## src/rtl/smb_pkg.sv

```systemverilog
// Shared constants for the stereo meter ballistics block: register map,
// reset values and zone codes. No dependencies.
package smb_pkg;

  // Gain factors are unsigned Q0.16.
  localparam int GAIN_BITS = 16;

  // Register indexes, taken from byte address bits [4:2].
  localparam logic [2:0] REG_ATTACK  = 3'd0;
  localparam logic [2:0] REG_RELEASE = 3'd1;
  localparam logic [2:0] REG_HOLD    = 3'd2;
  localparam logic [2:0] REG_FALL    = 3'd3;
  localparam logic [2:0] REG_GREEN   = 3'd4;
  localparam logic [2:0] REG_YELLOW  = 3'd5;

  // Reset values before truncation to each register's width.
  localparam logic [31:0] RST_ATTACK  = 32'd9830;
  localparam logic [31:0] RST_RELEASE = 32'd5243;
  localparam logic [31:0] RST_HOLD    = 32'd90;
  localparam logic [31:0] RST_FALL    = 32'd3277;
  localparam logic [31:0] RST_GREEN   = 32'd39322;
  localparam logic [31:0] RST_YELLOW  = 32'd52429;

  // Color zone codes.
  localparam logic [1:0] ZONE_SILENT = 2'd0;
  localparam logic [1:0] ZONE_GREEN  = 2'd1;
  localparam logic [1:0] ZONE_YELLOW = 2'd2;
  localparam logic [1:0] ZONE_RED    = 2'd3;

endpackage

```

## src/rtl/stereo_meter_ballistics.sv

```systemverilog
// Top level of the stereo meter ballistics block: stream ports, register
// file, input and result registers. Depends on smb_pkg and smb_channel.
//
//  channel   signals                      payload
//  in        in_tvalid/in_tready/in_tdata  one meter tick, both levels
//  out       out_tvalid/out_tready/out_tdata smoothed, peaks, zones
//  cfg       APB write/read, pready high  six registers at 4*index
//
// An item is taken into the input register; both channels are then updated
// from it and the result register is loaded once that register is free.
// One item per cycle is sustained while the output is not stalled, with a
// single multiply per channel between those registers. A stalled result
// holds; the input register still takes one more item behind it. Synchronous
// active-low reset clears the channel state and restores the register defaults.
module stereo_meter_ballistics #(
  parameter int LEVEL_BITS = 16,
  parameter int HOLD_BITS  = 10
) (
  input  logic                 clk,
  input  logic                 rst_n,
  input  logic                 in_tvalid,
  output logic                 in_tready,
  // left_in, right_in (from bit 0 up), zero padding
  input  logic [((2*LEVEL_BITS+7)/8)*8-1:0] in_tdata,
  output logic                 out_tvalid,
  input  logic                 out_tready,
  // left_smooth, right_smooth, left_hold, right_hold, left_zone,
  // right_zone (from bit 0 up), zero padding
  output logic [((4*LEVEL_BITS+4+7)/8)*8-1:0] out_tdata,
  input  logic                 cfg_psel,
  input  logic                 cfg_penable,
  input  logic                 cfg_pwrite,
  input  logic [4:0]           cfg_paddr,
  input  logic [31:0]          cfg_pwdata,
  output logic [31:0]          cfg_prdata,
  output logic                 cfg_pready
);

  localparam int IN_BITS  = 2 * LEVEL_BITS;
  localparam int OUT_BITS = 4 * LEVEL_BITS + 4;
  localparam int GB       = smb_pkg::GAIN_BITS;

  // Configuration registers.
  logic [GB-1:0]         attack_r;
  logic [GB-1:0]         release_r;
  logic [HOLD_BITS-1:0]  hold_r;
  logic [LEVEL_BITS-1:0] fall_r;
  logic [LEVEL_BITS-1:0] green_r;
  logic [LEVEL_BITS-1:0] yellow_r;

  // Channel state.
  logic [LEVEL_BITS-1:0] left_avg_r, right_avg_r, left_peak_r, right_peak_r;
  logic [HOLD_BITS-1:0]  left_count_r, right_count_r;
  logic [LEVEL_BITS-1:0] left_avg_nxt, right_avg_nxt, left_peak_nxt, right_peak_nxt;
  logic [HOLD_BITS-1:0]  left_count_nxt, right_count_nxt;
  logic [1:0]            left_zone, right_zone;

  // Pipeline registers.
  logic                  s1_valid_r;
  logic [LEVEL_BITS-1:0] s1_left_r, s1_right_r;
  logic                  out_valid_r;
  logic [OUT_BITS-1:0]   out_data_r;

  logic cfg_wr;
  logic advance;
  logic fire;

  assign cfg_pready = 1'b1;
  assign cfg_wr     = cfg_psel & cfg_penable & cfg_pwrite & cfg_pready;

  always_ff @(posedge clk) begin
    if (!rst_n) begin
      attack_r  <= GB'(smb_pkg::RST_ATTACK);
      release_r <= GB'(smb_pkg::RST_RELEASE);
      hold_r    <= HOLD_BITS'(smb_pkg::RST_HOLD);
      fall_r    <= LEVEL_BITS'(smb_pkg::RST_FALL);
      green_r   <= LEVEL_BITS'(smb_pkg::RST_GREEN);
      yellow_r  <= LEVEL_BITS'(smb_pkg::RST_YELLOW);
    end else if (cfg_wr) begin
      case (cfg_paddr[4:2])
        smb_pkg::REG_ATTACK:  attack_r  <= cfg_pwdata[GB-1:0];
        smb_pkg::REG_RELEASE: release_r <= cfg_pwdata[GB-1:0];
        smb_pkg::REG_HOLD:    hold_r    <= cfg_pwdata[HOLD_BITS-1:0];
        smb_pkg::REG_FALL:    fall_r    <= cfg_pwdata[LEVEL_BITS-1:0];
        smb_pkg::REG_GREEN:   green_r   <= cfg_pwdata[LEVEL_BITS-1:0];
        smb_pkg::REG_YELLOW:  yellow_r  <= cfg_pwdata[LEVEL_BITS-1:0];
        default: ;
      endcase
    end
  end

  always_comb begin
    case (cfg_paddr[4:2])
      smb_pkg::REG_ATTACK:  cfg_prdata = 32'(attack_r);
      smb_pkg::REG_RELEASE: cfg_prdata = 32'(release_r);
      smb_pkg::REG_HOLD:    cfg_prdata = 32'(hold_r);
      smb_pkg::REG_FALL:    cfg_prdata = 32'(fall_r);
      smb_pkg::REG_GREEN:   cfg_prdata = 32'(green_r);
      smb_pkg::REG_YELLOW:  cfg_prdata = 32'(yellow_r);
      default:              cfg_prdata = 32'd0;
    endcase
  end

  // The result register frees up when it is empty or being taken.
  assign advance   = !out_valid_r || out_tready;
  assign fire      = s1_valid_r && advance;
  assign in_tready = !s1_valid_r || advance;

  always_ff @(posedge clk) begin
    if (!rst_n) begin
      s1_valid_r <= 1'b0;
    end else if (in_tready) begin
      s1_valid_r <= in_tvalid;
    end
  end

  always_ff @(posedge clk) begin
    if (in_tready && in_tvalid) begin
      s1_left_r  <= in_tdata[LEVEL_BITS-1:0];
      s1_right_r <= in_tdata[IN_BITS-1:LEVEL_BITS];
    end
  end

  smb_channel #(.LEVEL_BITS(LEVEL_BITS), .HOLD_BITS(HOLD_BITS)) u_left (
    .lvl          (s1_left_r),
    .avg          (left_avg_r),
    .peak         (left_peak_r),
    .count        (left_count_r),
    .attack_gain  (attack_r),
    .release_gain (release_r),
    .hold_ticks   (hold_r),
    .fall_step    (fall_r),
    .green_limit  (green_r),
    .yellow_limit (yellow_r),
    .avg_nxt      (left_avg_nxt),
    .peak_nxt     (left_peak_nxt),
    .count_nxt    (left_count_nxt),
    .zone         (left_zone)
  );

  smb_channel #(.LEVEL_BITS(LEVEL_BITS), .HOLD_BITS(HOLD_BITS)) u_right (
    .lvl          (s1_right_r),
    .avg          (right_avg_r),
    .peak         (right_peak_r),
    .count        (right_count_r),
    .attack_gain  (attack_r),
    .release_gain (release_r),
    .hold_ticks   (hold_r),
    .fall_step    (fall_r),
    .green_limit  (green_r),
    .yellow_limit (yellow_r),
    .avg_nxt      (right_avg_nxt),
    .peak_nxt     (right_peak_nxt),
    .count_nxt    (right_count_nxt),
    .zone         (right_zone)
  );

  always_ff @(posedge clk) begin
    if (!rst_n) begin
      left_avg_r    <= '0;
      right_avg_r   <= '0;
      left_peak_r   <= '0;
      right_peak_r  <= '0;
      left_count_r  <= '0;
      right_count_r <= '0;
    end else if (fire) begin
      left_avg_r    <= left_avg_nxt;
      right_avg_r   <= right_avg_nxt;
      left_peak_r   <= left_peak_nxt;
      right_peak_r  <= right_peak_nxt;
      left_count_r  <= left_count_nxt;
      right_count_r <= right_count_nxt;
    end
  end

  always_ff @(posedge clk) begin
    if (!rst_n) begin
      out_valid_r <= 1'b0;
    end else if (fire) begin
      out_valid_r <= 1'b1;
    end else if (out_tready) begin
      out_valid_r <= 1'b0;
    end
  end

  always_ff @(posedge clk) begin
    if (fire) begin
      out_data_r <= {right_zone, left_zone, right_peak_nxt, left_peak_nxt,
                     right_avg_nxt, left_avg_nxt};
    end
  end

  assign out_tvalid = out_valid_r;

  always_comb begin
    out_tdata                 = '0;
    out_tdata[OUT_BITS-1:0]   = out_data_r;
  end

endmodule

```

## src/rtl/smb_channel.sv

```systemverilog
// Next-state logic of one meter channel: attack/release smoothing, peak
// hold with falloff and the color zone. Depends on smb_pkg.
module smb_channel #(
  parameter int LEVEL_BITS = 16,
  parameter int HOLD_BITS  = 10
) (
  input  logic [LEVEL_BITS-1:0]        lvl,
  input  logic [LEVEL_BITS-1:0]        avg,
  input  logic [LEVEL_BITS-1:0]        peak,
  input  logic [HOLD_BITS-1:0]         count,
  input  logic [smb_pkg::GAIN_BITS-1:0] attack_gain,
  input  logic [smb_pkg::GAIN_BITS-1:0] release_gain,
  input  logic [HOLD_BITS-1:0]         hold_ticks,
  input  logic [LEVEL_BITS-1:0]        fall_step,
  input  logic [LEVEL_BITS-1:0]        green_limit,
  input  logic [LEVEL_BITS-1:0]        yellow_limit,
  output logic [LEVEL_BITS-1:0]        avg_nxt,
  output logic [LEVEL_BITS-1:0]        peak_nxt,
  output logic [HOLD_BITS-1:0]         count_nxt,
  output logic [1:0]                   zone
);

  localparam int GB = smb_pkg::GAIN_BITS;
  localparam int PB = LEVEL_BITS + GB;

  logic                    rise;
  logic                    not_below;
  logic [GB-1:0]           gain;
  logic [LEVEL_BITS-1:0]   diff;
  logic [PB-1:0]           prod;
  logic [LEVEL_BITS-1:0]   step_floor;
  logic [LEVEL_BITS-1:0]   step_ceil;

  always_comb begin
    rise      = lvl > avg;
    not_below = lvl >= avg;
    gain      = rise ? attack_gain : release_gain;
    diff      = not_below ? (lvl - avg) : (avg - lvl);
    prod      = PB'(diff) * PB'(gain);
    step_floor = prod[PB-1:GB];
    // A falling move is the floor of a negative quotient, so the magnitude
    // rounds up. It never exceeds the distance, so no saturation is needed.
    step_ceil  = step_floor + LEVEL_BITS'(|prod[GB-1:0]);
    avg_nxt    = not_below ? (avg + step_floor) : (avg - step_ceil);
  end

  always_comb begin
    peak_nxt  = peak;
    count_nxt = count;
    if (lvl > peak) begin
      peak_nxt  = lvl;
      count_nxt = hold_ticks;
    end else if (count != '0) begin
      count_nxt = count - HOLD_BITS'(1);
    end else begin
      peak_nxt = (peak > fall_step) ? (peak - fall_step) : '0;
    end
  end

  always_comb begin
    if (avg_nxt == '0) begin
      zone = smb_pkg::ZONE_SILENT;
    end else if (avg_nxt > yellow_limit) begin
      zone = smb_pkg::ZONE_RED;
    end else if (avg_nxt > green_limit) begin
      zone = smb_pkg::ZONE_YELLOW;
    end else begin
      zone = smb_pkg::ZONE_GREEN;
    end
  end

endmodule

```

## config.mk

```make
export PLATFORM = sky130hd
export DESIGN_NAME = stereo_meter_ballistics
export DESIGN_NICKNAME = d
export VERILOG_FILES = /design/src/rtl/smb_pkg.sv /design/src/rtl/stereo_meter_ballistics.sv /design/src/rtl/smb_channel.sv
export SDC_FILE = /design/constraint.sdc
export NUM_CORES = 2
export LEC_CHECK = 0
export BUFFER_PORTS_ARGS = -buffer_cell sky130_fd_sc_hd__buf_2
export CAP_MARGIN = 20
export CORE_MARGIN = 5
export CORE_UTILIZATION = 45
export DETAILED_ROUTE_END_ITERATION = 16
export PLACE_DENSITY_LB_ADDON = 0.2
export SLEW_MARGIN = 20
export SYNTH_ARGS = -nofsm -noshare
export SYNTH_HDL_FRONTEND = slang
export SYNTH_SLANG_ARGS = --single-unit
```

## constraint.sdc

```tcl
create_clock -name clk -period 13.3 [get_ports clk]
set_input_delay 0.665 -clock clk [delete_from_list [all_inputs] [get_ports clk]]
set_output_delay 0.665 -clock clk [all_outputs]
set_load 0.1 [all_outputs]
```

* After elaboration in Yosys (flattened, before gate mapping)
Index checks and enable logic that the tools add are counted.
** Word-level totals
- Register bits :: 276
- Bits of input ports :: 76
- Output and inout port bits :: 107
- Word-level logic and storage cells :: 101
** Operators by class
- $add $sub $neg :: 14
- Multiply operators :: 2
- Order comparisons :: 12
- Equality and inequality tests :: 5
- Multiplexer cells :: 23
- Bitwise operators :: 2
- Reductions and logical operators :: 24
** Operator list (count)
- 16-bit 2-to-1 mux :: 12
- 16-bit > comparator :: 10
- 16-bit subtractor :: 8
- 16-bit case mux with 6 select lines :: 1
- 16-bit by 16-bit multiplier with 32-bit output :: 2
- 10-bit 2-to-1 mux :: 4
- 16-bit by 1-bit adder with 16-bit output :: 2
- 16-bit adder :: 2
- 16-bit greater-or-equal comparator :: 2
- 16-bit logical NOT :: 2
- 16-bit OR reduction :: 2
- 10-bit nonzero test :: 2
- 10-bit by 1-bit subtractor with 10-bit output (second input constant) :: 2
- 2-bit AND reduction :: 8
- 2-bit 2-to-1 mux :: 4
- 3-bit by 2-bit == test with 1-bit output (second input constant) :: 2
- 3-bit == test (second input constant) :: 2
- 2-bit nonzero test :: 3
- 3-bit by 1-bit == test with 1-bit output (second input constant) :: 1
- 3-bit logical NOT :: 1
- 1-bit AND :: 2
- 1-bit logical AND :: 2
- 1-bit logical NOT :: 2
- 1-bit logical OR :: 2
- 1-bit 2-to-1 mux :: 2

* Longest topological paths before layout
- Word-level depth :: 10
- Gate-level depth with buffers :: 57
- Gate-level depth less buffers :: 56

* Cells and area by module
From an unflattened synthesis, not the netlist that was laid out.
** Second synthesis, totals
- Cells, all modules :: 4699
- Area, all modules :: 40152.3 µm²
** Modules (own cells, without submodules)
- smb_channel (u_left) :: times used 1, cells an instance 1868, area an instance 14858.0 µm², seq. area each 0.0 µm²
- smb_channel (u_right) :: times used 1, cells an instance 1854, area an instance 14617.8 µm², seq. area each 0.0 µm²
- stereo_meter_ballistics :: times used 1, cells an instance 977, area an instance 10676.5 µm², seq. area each 6526.3 µm²

* Worst setup path after synthesis
No wires, ideal clock.
- Path kind :: register -> register
- Start point :: register right_avg_r[1]
- End point :: register out_data_r[66] (data pin)
- Setup time :: 265 ps
- Arrival :: 11966 ps
- Data required time :: 13035 ps
- Setup slack :: 1069 ps
- Stages on the path, launching flop included :: 51
- Buffers on the path :: 0
- Clock period less this slack :: 12231 ps
- Cells stage by stage :: dfxtp_1 > inv_1 > fa_1 > nand3_1 > a21oi_1 > o311a_4 > o31a_1 > a211oi_1 > nor3_2 > o21ai_1 > a21oi_2 > xnor2_1 > nand2_1 > fa_1 > fa_1 > fa_1 > inv_1 > fa_1 > [15 not listed] > ha_1 > nor2_1 > fa_1 > nand2_1 > a31oi_1 > o31ai_1 > or4_1 > a31oi_1 > o21ai_0 > xnor2_1 > mux2i_1 > ha_1 > a21o_1 > a21oi_1 > o21ai_0 > o31ai_1 > nor2b_1 > nor2_1
** On the way
- Word-level cells in the longest chain between the ends :: 10
- Elaborated cells on any way between the ends :: 17
- Those cells by class :: add/sub (5); mul (1); order compare (4); mux (5); reduce/logical (2)
** RTL lines
- start, declared :: RTL line stereo_meter_ballistics.sv:52 : logic [LEVEL_BITS-1:0] left_avg_r, right_avg_r, left_peak_r, right_peak_r;
- start signal, assigned :: RTL line stereo_meter_ballistics.sv:168 : right_avg_r <= right_avg_nxt;
- 16-bit subtractor, or another cell as far along :: RTL line smb_channel.sv:38 : diff = not_below ? (lvl - avg) : (avg - lvl);
- 16-bit 2-to-1 mux (on tied branches) :: RTL line smb_channel.sv:38, smb_channel.sv:37
- 16-bit by 16-bit multiplier with 32-bit output :: RTL line smb_channel.sv:39 : prod = PB'(diff) * PB'(gain);
- 16-bit OR reduction :: RTL line smb_channel.sv:43 : step_ceil = step_floor + LEVEL_BITS'(|prod[GB-1:0]);
- 16-bit by 1-bit adder with 16-bit output :: RTL line smb_channel.sv:43
- 16-bit subtractor :: RTL line smb_channel.sv:44 : avg_nxt = not_below ? (avg + step_floor) : (avg - step_ceil);
- 16-bit 2-to-1 mux * :: RTL line smb_channel.sv:44
- named net right_avg_nxt[14] :: RTL line stereo_meter_ballistics.sv:54 : logic [LEVEL_BITS-1:0] left_avg_nxt, right_avg_nxt, left_peak_nxt, right_peak_nxt;
- 16-bit > comparator :: RTL line smb_channel.sv:65 : end else if (avg_nxt > green_limit) begin
- 2-bit 2-to-1 mux :: RTL line smb_channel.sv:65
- 2-bit 2-to-1 mux :: RTL line smb_channel.sv:63 : end else if (avg_nxt > yellow_limit) begin
- end signal, assigned :: RTL line stereo_meter_ballistics.sv:188 : out_data_r <= {right_zone, left_zone, right_peak_nxt, left_peak_nxt,
- end, declared :: RTL line stereo_meter_ballistics.sv:62 : logic [OUT_BITS-1:0] out_data_r;
The timed path passes the listed nets; every way through them passes the cells marked *.
A chain may end at the register's enable or synchronous reset.

* Worst setup path after layout
- Start point :: register s1_right_r[9]
- End point :: register out_data_r[66] (data pin)
** On the way
- Word-level cells in the longest chain between the ends :: 10
- Elaborated cells on any way between the ends :: 17
- Those cells by class :: add/sub (5); mul (1); order compare (4); mux (5); reduce/logical (2)
** RTL lines
- start, declared :: RTL line stereo_meter_ballistics.sv:60 : logic [LEVEL_BITS-1:0] s1_left_r, s1_right_r;
- start signal, assigned :: RTL line stereo_meter_ballistics.sv:120 : s1_right_r <= in_tdata[IN_BITS-1:LEVEL_BITS];
- 16-bit subtractor, or another cell as far along :: RTL line smb_channel.sv:38
- 16-bit 2-to-1 mux (on tied branches) :: RTL line smb_channel.sv:38, smb_channel.sv:37
- 16-bit by 16-bit multiplier with 32-bit output :: RTL line smb_channel.sv:39
- 16-bit OR reduction :: RTL line smb_channel.sv:43
- 16-bit by 1-bit adder with 16-bit output :: RTL line smb_channel.sv:43
- 16-bit subtractor :: RTL line smb_channel.sv:44
- 16-bit 2-to-1 mux * :: RTL line smb_channel.sv:44
- named net right_avg_nxt[12] :: RTL line stereo_meter_ballistics.sv:54
- 16-bit > comparator :: RTL line smb_channel.sv:65
- 2-bit 2-to-1 mux :: RTL line smb_channel.sv:65
- 2-bit 2-to-1 mux :: RTL line smb_channel.sv:63
Marked as above.

==> impl_metrics.yaml <==
grt:
  grt_use_total_pct: 27.0
  grt_pass1_vias: 32884
  grt_max_degree: 80
  grt_overflow_total: 0
  grt_pass1_wl_mm: 197
  antenna_found_initial: 9
worst_setup_path:
  r2r-start: "s1_right_r[9]"
  startpoint_type: "register"
  max_stage_delay_ps: 560
  required_ps: 13630
  critPathKind: "register to register"
  reg2reg_depth: 53
  endpoint_kind: "register"
  r2r_slack_ps: 530
  r2r-end: "out_data_r[66]"
  crit_fanout: 8
  crit_slowest_cell: "fa_1"
  crit_arrival_ps: 13110
detailed_routing:
  avgRoutedWirePerCell_um: 21.3
  drtIter0Drc: 3203
  via_per_inst: 5.56
  vias: 33553
  wl_mm: 129
  ant_nets: 0
  drc_errors: 0
  first_pass_iters: 6
synthesis:
  async_reset_ff_share_pct: 0
  yosys.area_share.xor_xnor_pct: 3.84
  synth_top_family_by_area: "adder cells"
  yosys_warnings: 0
  syn_area_um2: 38900
  synth_simple_gate_area_share_pct: 15.7
  synthAdderAreaFrac_pct: 36.2
  syn_avg_cell_area_um2: 8.42
  synthDistinctLibCells: 101
  synthFlopType: "dfxtp_1"
  synth_compound_area_share_pct: 14.4
  synth-edff-count: 100
  yosysSeqAreaShare_pct: 16.8
  synthCells: 4617
  yosys_register_bits: 276
  synthMuxAreaShare_pct: 4.02
placed_design:
  place_area_um2: 41900
  portBuffers: 143
  dp_hpwl_mm: 105
  place_inst: 5942
  pre_cts_slack_ps: -230
  place.gp.congestion: 0.973
min_path:
  hold-path-endpoint: "s1_right_r[11]"
  hold_depth: 1
  timing.hold.worst.start: "in_tdata[27]"
  hp-class: "input pin to register"
clock_tree:
  ctsRootBufferMaster: "clkbuf_16"
  hold_buffers: 0
  cts_max_level: 1
  worstSkewPairLatency_ps: 600
  cts_tree: "built"
  clk_pin_slew_worst_paths_ps: 70
  clockBufferDepth: 3
  numCtsBuffers: 31
  clock-sinks: 276
finish:
  area_growth_pct: 11.9
  stdcell_count: 6030
  layout.area.seq_um2: 6530
  fin_area_um2: 43500
  drive_above_1_share_pct: 12.1
  multi_input_area_um2: 29400
  finalNetCount: 5818
  nFillCells: 8375
floorplanning:
  dieArea_um2: 92400
  coreArea_um2: 85400
  fp.dieW_um: 304
  fp.dieH_um: 304
  rows: 107
  num_io_pins: 183
  start_util_pct: 45.5
timing:
  slew_headroom_pct: 29.7
  period_minus_slack_ps: 12770
  worst_pin_slew_ps: 1050
  finalClockSkew_ps: 31.9
  timing.fmax_mhz: 78.3
  finalSetupViolations: 0
  report.final.slew_viol_count: 0
  fin_crit_sh_pct: 96.0
  fin_ws_ps: 526
  finalSetupTns_ps: 0
  final_hold_viol_count: 0
run_status:
  status: "finished, final reports clean"
run:
  drv_cap: 0
-- metal layers --
| metal | routed length, um | vias up | GRT usage (%) |
|---|---|---|---|
| met5 | 23 | - | 0 |
| met4 | 3820 | 4 | 7.14 |
| met3 | 11100 | 171 | 4.55 |
| met2 | 55800 | 1287 | 41.8 |
| met1 | 57900 | 16330 | 39.2 |
| li1 | - | 15761 | - |
-- stage by stage --
stage	utilization, %	hold slack (ps)
floorplan	-	436
global placement	49.0	443
detailed placement	49.0	447
CTS	50.3	230
global route	50.9	237
finish	51.0	255
-- layout by cell type, fill, tap and decap left out, types with 46 or more instances in the layout --
master,synthesis,layout
inv_1,716,715
nand2_1,613,613
ha_1,486,472
nor2_1,402,399
fa_1,400,399
a21oi_1,310,303
buf_4,25,218
dfxtp_1,176,176
buf_2,23,143
o21ai_0,109,105
xnor2_1,113,102
edfxtp_1,100,100
mux2i_1,91,86
a21o_1,81,81
nand3_1,58,56
o21a_1,56,55
nand4_1,49,49
mux2_2,47,47
nor3_1,50,46
-- critical path: cells and delay by family, from the launching register on --
family	cells	cell delay, ps
simple gates	15	2770
xor+xnor	3	520
buf+inv	9	1320
compound gates	14	2530
fa+ha+maj	12	4830
flops	1	520
-- registers in the layout, summed over array words and instances (netlist names) --
name           count
fall_r            16
right_count_r     10
left_avg_r        16
release_r         16
right_peak_r      16
green_r           16
left_count_r      10
attack_r          16
yellow_r          16
right_avg_r       16
left_peak_r       16
s1_left_r         16
hold_r            10
out_tvalid         1
out_data_r        68
s1_valid_r         1
s1_right_r        16
-- kinds of logic after synthesis --
| logic type | Yosys count |
|---|---|
| compound gates | 859 |
| xor+xnor | 165 |
| fa+ha+maj | 886 |
| buf+inv | 900 |
| flops | 276 |
| mux | 145 |
| other cells | 2 |
| simple gates | 1384 |
-- cell usage after synthesis (all sizes together) (21+ instances only) --
cell,n,area [um^2]
buf,64,370
a211oi,30,235
mux2,50,563
nor2b,36,225
nand4,50,328
mux2i,91,911
and2,39,244
o21a,56,420
inv,719,2700
xnor2,116,1050
edfxtp,100,3000
o211ai,35,263
dfxtp,176,3520
a21oi,312,1570
fa,400,8010
nor2,403,1520
ha,486,6080
nand2b,41,257
nand3,58,290
a22oi,21,158
clkbuf,117,439
nand2,613,2300
nor3,53,287
a21o,81,608
o31ai,27,216
o21ai,113,577
o22ai,21,145
a31oi,30,209
xor2,49,444
-- worst max path at each step --
| stage | startpoint | to | cells past startpoint |
|---|---|---|---|
| floorplan | right_avg_r[1] | out_data_r[66] | 50 |
| global placement | s1_right_r[0] | out_data_r[67] | 53 |
| detailed placement | s1_right_r[0] | out_data_r[67] | 53 |
| CTS | s1_right_r[0] | out_data_r[66] | 52 |
| global route | s1_left_r[0] | out_data_r[65] | 54 |
| finish | s1_right_r[9] | out_data_r[66] | 53 |
-- timing repair --
action                                  in CTS  in global routing
setup buffers                                3                 22
endpoints found under the setup margin       4                  5
resized for setup                            7                 79
pin swaps                                    1                 16
-- area by class of cell --
class,count,area share (%)
well taps,1144,3.29
clock buffers,36,1.83
multi-input cells,3460,67.6
clock inverters,20,0.397
diodes,7,0.0402
inverters,719,6.22
flip-flops and latches,276,15.0
repair buffers,368,5.65
Power is not shown: default switching activity piles up to over one toggle a cycle in this logic, so the estimate is an artifact.
